==> config.mk <==
export PLATFORM = sky130hd
export DESIGN_NAME = utf8_gbk_to_ucs2_decoder
export DESIGN_NICKNAME = d
export VERILOG_FILES = /design/src/hw/rtl/u8gbk_pkg.sv /design/src/hw/rtl/utf8_gbk_to_ucs2_decoder.sv /design/src/hw/rtl/u8gbk_core.sv
export SDC_FILE = /design/constraint.sdc
export NUM_CORES = 1
export LEC_CHECK = 0
export ABC_AREA = 0
export BUFFER_PORTS_ARGS = -buffer_cell sky130_fd_sc_hd__buf_2
export CAP_MARGIN = 20
export CORE_ASPECT_RATIO = 0.5
export CORE_MARGIN = 8
export CORE_UTILIZATION = 59
export DETAILED_ROUTE_END_ITERATION = 12
export PLACE_DENSITY = 0.93
export SYNTH_ARGS = -nofsm -noshare
export SYNTH_HDL_FRONTEND = slang
export SYNTH_HIERARCHICAL = 1
export SYNTH_SLANG_ARGS = --single-unit
==> constraint.sdc <==
create_clock -name clk -period 7.7 [get_ports clk]
set_input_delay 0 -clock clk [delete_from_list [all_inputs] [get_ports clk]]
set_output_delay 0 -clock clk [all_outputs]
set_load 0.1 [all_outputs]
==> src/hw/rtl/u8gbk_pkg.sv <==
// Package for the UTF-8/GBK to UCS-2 decoder.
// Holds the error codes, byte thresholds and the step result type.
// No dependencies.
package u8gbk_pkg;

  localparam logic [1:0] ERR_NONE     = 2'd0;
  localparam logic [1:0] ERR_BAD_LEAD = 2'd1;
  localparam logic [1:0] ERR_TRUNC    = 2'd2;

  localparam logic       MODE_GBK  = 1'b0;
  localparam logic       MODE_UTF8 = 1'b1;

  localparam logic [7:0] LEAD2_MAX = 8'hDF;
  localparam logic [7:0] LEAD3_MAX = 8'hEF;

  localparam logic [1:0] LEN_TWO   = 2'd2;
  localparam logic [1:0] LEN_THREE = 2'd3;

  typedef struct packed {
    logic        emit;
    logic [15:0] code_unit;
    logic        end_of_string;
    logic [1:0]  error_code;
  } step_res_t;

endpackage

==> src/hw/rtl/utf8_gbk_to_ucs2_decoder.sv <==
// Top level of the UTF-8/GBK to UCS-2 decoder: input register, decode core, result register.
// Depends on u8gbk_pkg and u8gbk_core.
//
// The block takes one byte per item and returns at most one 16-bit code unit per item,
// sustaining one item per clock cycle while a full result register is not held by out_ready.
// An accepted item is registered in the input register, decoded there against the held
// sequence state, and its result, if any, lands in the result register. Bytes that only
// extend a sequence produce no result. The mode register is written through cfg_valid/cfg_ready
// and should only change while the block is idle.
module utf8_gbk_to_ucs2_decoder (
  input  logic        clk,
  input  logic        rst_n,
  input  logic        cfg_valid,
  output logic        cfg_ready,
  input  logic        cfg_encoding_mode,
  input  logic        in_valid,
  output logic        in_ready,
  input  logic [7:0]  in_byte_value,
  input  logic        in_last_byte,
  output logic        out_valid,
  input  logic        out_ready,
  output logic [15:0] out_code_unit,
  output logic        out_end_of_string,
  output logic [1:0]  out_error_code
);

  logic                 mode_r;
  logic                 s1_valid_r;
  logic [7:0]           s1_byte_r;
  logic                 s1_last_r;
  logic                 out_valid_r;
  logic [15:0]          out_code_unit_r;
  logic                 out_eos_r;
  logic [1:0]           out_err_r;
  logic                 out_free;
  logic                 s1_advance;
  u8gbk_pkg::step_res_t res;

  assign cfg_ready  = 1'b1;
  assign out_free   = !out_valid_r || out_ready;
  assign s1_advance = s1_valid_r && (!res.emit || out_free);
  assign in_ready   = !s1_valid_r || s1_advance;

  u8gbk_core u_core (
    .clk           (clk),
    .rst_n         (rst_n),
    .encoding_mode (mode_r),
    .step          (s1_advance),
    .byte_value    (s1_byte_r),
    .last_byte     (s1_last_r),
    .res           (res)
  );

  always_ff @(posedge clk) begin
    if (!rst_n) begin
      mode_r <= u8gbk_pkg::MODE_GBK;
    end else if (cfg_valid && cfg_ready) begin
      mode_r <= cfg_encoding_mode;
    end
  end

  always_ff @(posedge clk) begin
    if (!rst_n) begin
      s1_valid_r <= 1'b0;
    end else if (in_ready) begin
      s1_valid_r <= in_valid;
    end
  end

  always_ff @(posedge clk) begin
    if (in_valid && in_ready) begin
      s1_byte_r <= in_byte_value;
      s1_last_r <= in_last_byte;
    end
  end

  always_ff @(posedge clk) begin
    if (!rst_n) begin
      out_valid_r <= 1'b0;
    end else if (out_free) begin
      out_valid_r <= s1_advance && res.emit;
    end
  end

  always_ff @(posedge clk) begin
    if (out_free && s1_advance && res.emit) begin
      out_code_unit_r <= res.code_unit;
      out_eos_r       <= res.end_of_string;
      out_err_r       <= res.error_code;
    end
  end

  assign out_valid         = out_valid_r;
  assign out_code_unit     = out_code_unit_r;
  assign out_end_of_string = out_eos_r;
  assign out_error_code    = out_err_r;

endmodule

==> src/hw/rtl/u8gbk_core.sv <==
// Per-byte decode logic and sequence state of the UTF-8/GBK decoder.
// Uses u8gbk_pkg for codes, thresholds and the step result type.
module u8gbk_core (
  input  logic                  clk,
  input  logic                  rst_n,
  input  logic                  encoding_mode,
  input  logic                  step,
  input  logic [7:0]            byte_value,
  input  logic                  last_byte,
  output u8gbk_pkg::step_res_t  res
);

  logic [7:0] held_lead_r, held_lead_nxt;
  logic [7:0] held_second_r, held_second_nxt;
  logic [1:0] bytes_held_r, bytes_held_nxt;
  logic [1:0] needed_total_r, needed_total_nxt;
  logic       discarding_r, discarding_nxt;

  always_comb begin
    logic clear;
    clear            = 1'b0;
    held_lead_nxt    = held_lead_r;
    held_second_nxt  = held_second_r;
    bytes_held_nxt   = bytes_held_r;
    needed_total_nxt = needed_total_r;
    discarding_nxt   = discarding_r;
    res.emit          = 1'b0;
    res.code_unit     = 16'd0;
    res.end_of_string = last_byte;
    res.error_code    = u8gbk_pkg::ERR_NONE;

    if (discarding_r) begin
      if (last_byte) begin
        res.emit       = 1'b1;
        res.error_code = u8gbk_pkg::ERR_BAD_LEAD;
        clear          = 1'b1;
      end
    end else if (bytes_held_r == 2'd0) begin
      if (!byte_value[7]) begin
        res.emit      = 1'b1;
        res.code_unit = {8'd0, byte_value};
      end else if (encoding_mode == u8gbk_pkg::MODE_GBK ||
                   byte_value <= u8gbk_pkg::LEAD2_MAX ||
                   byte_value <= u8gbk_pkg::LEAD3_MAX) begin
        if (last_byte) begin
          res.emit       = 1'b1;
          res.error_code = u8gbk_pkg::ERR_TRUNC;
          clear          = 1'b1;
        end else begin
          held_lead_nxt  = byte_value;
          bytes_held_nxt = 2'd1;
          if (encoding_mode == u8gbk_pkg::MODE_GBK || byte_value <= u8gbk_pkg::LEAD2_MAX) begin
            needed_total_nxt = u8gbk_pkg::LEN_TWO;
          end else begin
            needed_total_nxt = u8gbk_pkg::LEN_THREE;
          end
        end
      end else begin
        if (last_byte) begin
          res.emit       = 1'b1;
          res.error_code = u8gbk_pkg::ERR_BAD_LEAD;
          clear          = 1'b1;
        end else begin
          discarding_nxt = 1'b1;
        end
      end
    end else if (bytes_held_r == 2'd1 && needed_total_r == u8gbk_pkg::LEN_THREE) begin
      if (last_byte) begin
        res.emit       = 1'b1;
        res.error_code = u8gbk_pkg::ERR_TRUNC;
        clear          = 1'b1;
      end else begin
        held_second_nxt = byte_value;
        bytes_held_nxt  = 2'd2;
      end
    end else if (bytes_held_r == 2'd1) begin
      res.emit = 1'b1;
      clear    = 1'b1;
      if (encoding_mode == u8gbk_pkg::MODE_GBK) begin
        res.code_unit = {held_lead_r, byte_value};
      end else begin
        res.code_unit = {5'd0, held_lead_r[4:0], byte_value[5:0]};
      end
    end else begin
      res.emit      = 1'b1;
      clear         = 1'b1;
      res.code_unit = {held_lead_r[3:0], held_second_r[5:0], byte_value[5:0]};
    end

    if (clear) begin
      held_lead_nxt    = 8'd0;
      held_second_nxt  = 8'd0;
      bytes_held_nxt   = 2'd0;
      needed_total_nxt = 2'd0;
      discarding_nxt   = 1'b0;
    end
  end

  always_ff @(posedge clk) begin
    if (!rst_n) begin
      held_lead_r    <= 8'd0;
      held_second_r  <= 8'd0;
      bytes_held_r   <= 2'd0;
      needed_total_r <= 2'd0;
      discarding_r   <= 1'b0;
    end else if (step) begin
      held_lead_r    <= held_lead_nxt;
      held_second_r  <= held_second_nxt;
      bytes_held_r   <= bytes_held_nxt;
      needed_total_r <= needed_total_nxt;
      discarding_r   <= discarding_nxt;
    end
  end

endmodule
==> run_results.csv <==
group,metric,value,unit
place,pre_cts_ws,4.28,ns
timing,timing.final.crit_share,0.459,
power_and_ir_drop,p_leak,0.934,nW
worst_hold_path,hp-start,"rst_n",
power_and_ir_drop,clock_power_share,0.282,
yosys,async_flop_share,0,
place,portBuffers,35,
timing,layout_min_cycle_time,3.53,ns
power_and_ir_drop,p_switching,0.000157,W
setup_path,cp-start-kind,"flop",
timing,clock.fmax,283,MHz
clock_tree,cts.sinks,49,
yosys,ys_warn_count,6,
routing,firstDrtPassIters,5,
place,place_hpwl,3160,microns
timing,maxSlewHeadroom,0.370,
routing,viasPerCell,5.76,
floorplan,dieArea,0.00579,sq mm
routing,vias,1510,
final_layout,synthToLayoutAreaGrowth,19.4,%
timing,setup_ws,4.17,ns
status,status,"finished, final reports clean",
yosys,syn-num-nets,178,
worst_hold_path,hold_class,"input port to flop",
place,gp_congestion,0.887,
setup_path,cp_top_family,"compound AO/OA/AOI/OAI gates",
setup_path,cp.arrival,3.79,ns
timing,hold_violations,0,
final_layout,drive_gt1_frac,0.294,
timing,setup_viol,0,
clock_tree,cts.repair.resized,0,
power_and_ir_drop,p_int,0.000374,W
grt,grt_max_degree,16,
power_and_ir_drop,seq_power_share,0.561,
yosys,yosysSeqAreaShare,0.607,
routing,detail_route.wl_per_cell,17.4,microns
routing,antenna_left,0,
floorplan,num_rows,15,
setup_path,critical_path_class,"flop to flop",
clock_tree,cts_made_buffers,5,
grt,grt_pass1_vias,1484,
final_layout,fin_nets,225,
power_and_ir_drop,ir_drop,0.120,mV
yosys,syn_avg_cell_area,12.7,sq um
clock_tree,clk_latency,0.31,ns
grt,grt_pass1_wl,7450,microns
setup_path,cp.required,7.95,ns
final_layout,n_fill_cell,222,
power_and_ir_drop,switching_share,0.296,
grt,grt_usage,0.166,
setup_path,cp-end-kind,"flop",
run,cap_violations,0,
clock_tree,clk_pin_slew,0.09,ns
yosys,syn_area,0.00208,sq mm
yosys,synth_edf_count,28,
final_layout,final_cell_area,0.00248,sq mm
timing,clock-skew-final,0.00385,ns
timing,fin_tns_setup,0,ns
grt,antenna_found_initial,0,
yosys,synth_seq_cells,49,
clock_tree,cts_tree,"yes",
routing,drt_iter0_drc,128,
floorplan,io_pins,37,
yosys,syn_inst,163,
setup_path,cp_cell_sequence,"a21boi_0 > o21bai_1 > a21boi_1 > nand2_1 > a21boi_1 > inv_1 > or3_4 > and4bb_1 > a22o_2",
setup_path,crit_slowest_cell,"o21bai_1",
yosys,netlist-cell-type-count,44,
final_layout,diodes,0,
timing,tightest_slew,0.942,ns
power_and_ir_drop,powerDensity,214,mW/mm^2
floorplan,core,0.00340,sq mm
timing,maxSlewViolCount,0,
floorplan,dieWidth,99.9,microns
setup_path,crit_start,"u_core/bytes_held_r[0]",
place,placed_area,0.00226,sq mm
setup_path,r2r-start,"u_core/bytes_held_r[0]",
clock_tree,clockBufferDepth,2,
power_and_ir_drop,p_comb_frac,0.158,
routing,drt_wl_total,4570,microns
setup_path,cp_common_cell,"a21boi_1",
routing,drc,0,
floorplan,dieHeight,58.0,microns
clock_tree,cts_setup_buffers,0,
setup_path,critPathMaxStageDelay,0.69,ns
grt,grt-ovfl-total,0,
setup_path,worst-path-max-fanout,12,
floorplan,start_util,0.612,
clock_tree,cts_root_buf,"clkbuf_8",
yosys,synth_ff_type,"edfxtp_1",
clock_tree,htree_num_levels,2,
setup_path,critical_path_buf_inv_count,1,
timing,rsz0062_at_grt,"false",
-- flip-flops by register name, summed over array words and instances (netlist names) --
name and cells:
out_end_of_string 1, out_error_code 2, u_core/held_lead_r 7, u_core/bytes_held_r 2, mode_r 1, s1_byte_r 8, out_valid 1, s1_valid_r 1
s1_last_r 1, u_core/discarding_r 1, out_code_unit 16, u_core/needed_total_r 2, u_core/held_second_r 6
-- metal layers --
layer  routed length, microns  track usage  up-vias  part of all wire
met5                        0            0        -                 0
met4                       27       0.0490        0            0.0059
met3                      358       0.0525        6             0.078
met2                     2240        0.279       70              0.49
met1                     1940        0.201      731              0.42
li1                         -            -      703                 -
-- path summary, 6_finish.rpt --
path / to / depth (start not counted) / slack, ns
worst max-delay path: u_core/held_second_r[5] / 9 / 4.17
worst min-delay path: mode_r / 2 / 0.003
worst max register to register: u_core/held_second_r[5] / 9 / 4.17
worst min register to register: u_core/held_second_r[1] / 1 / 0.49
-- power by group through the flow --
stage                     combinational, W  clock [W]  sequential, W
after floorplan                  0.0000301          0       0.000334
after global placement           0.0000760          0       0.000303
after detailed placement         0.0000775          0       0.000304
after CTS                        0.0000829   0.000151       0.000297
after global routing             0.0000873   0.000163       0.000299
final                            0.0000837   0.000150       0.000298
-- cells in the mapped netlist, types with 2 or more instances --
cell | n | area, sq um
a22o_1 | 7 | 61.3
nand3b_1 | 5 | 37.5
mux2i_1 | 6 | 60.1
edfxtp_1 | 28 | 841
a211oi_1 | 6 | 45.0
a21boi_1 | 4 | 30.0
buf_6 | 2 | 22.5
nand2b_1 | 3 | 18.8
nor2_1 | 10 | 37.5
buf_4 | 2 | 15.0
nand2_1 | 9 | 33.8
a31o_2 | 3 | 26.3
nand3_1 | 2 | 10.0
a21oi_1 | 7 | 35.0
dfxtp_1 | 21 | 420
inv_1 | 4 | 15.0
o21ai_0 | 2 | 10.0
a22o_2 | 6 | 60.1
nor2b_1 | 8 | 50.1
buf_2 | 3 | 15.0
o21bai_1 | 2 | 15.0
-- cells in the final DEF (no fill, tap or decap), drive strengths merged, types with 2 or more instances in the layout --
master       netlist  layout
buf                8      36
edfxtp            28      28
dfxtp             21      21
dlygate4sd3        0      13
a22o              13      13
nor2              11      11
nand2              9       9
nor2b              9       9
a21oi              8       8
mux2i              6       6
a211oi             6       6
clkbuf             1       6
nand3b             5       5
a21boi             5       5
inv                4       4
nand2b             3       3
a31o               3       3
clkinvlp           0       2
o21bai             2       2
o21ai              2       2
nand3              2       2
and4bb             2       2
-- final cells by class --
class	count	area [sq um]	share of cell area
Multi-Input combinational cell	101	742	0.299
Timing Repair Buffer	49	313	0.126
Inverter	4	15.0	0.00605
Tap cell	51	63.8	0.0257
Sequential cell	49	1260	0.508
Clock buffer	6	72.6	0.0292
Clock inverter	2	15.0	0.00605
-- what timing repair did --
action / 4_1_cts / 5_1_grt
setup endpoints to repair: 0 / 0
hold endpoints to repair: 12 / 0
hold buffers: 13 / 0
-- worst reg2reg max path, delay by kind of cell (launching register included) --
kind	cells	cell delay, ns
and+or+nand+nor	3	1.10
DFF	1	0.40
buffers and inverters	1	0.09
AOI/OAI and AO/OA	5	1.89
-- metrics by stage --
step | std cells | hold WS (ns) | util | total power (W)
floorplan | 163 | 0.0989 | - | 0.000364
finish | 262 | 0.00297 | 0.731 | 0.000531
global placement | 241 | 0.177 | 0.667 | 0.000379
global route | 262 | 0.00323 | 0.731 | 0.000549
CTS | 262 | 0.00526 | 0.731 | 0.000531
detailed placement | 241 | 0.178 | 0.667 | 0.000381
-- cells by family (layout without fill, tap and decap cells) --
kind of cell,count (synthesis),in the layout,synth area share
AOI/OAI and AO/OA,43,43,0.163
buffers and inverters,13,61,0.0361
DFF,49,49,0.607
muxes,6,6,0.0289
other,1,1,0.00180
and+or+nand+nor,51,51,0.163
(Power assumes the default switching activity.)
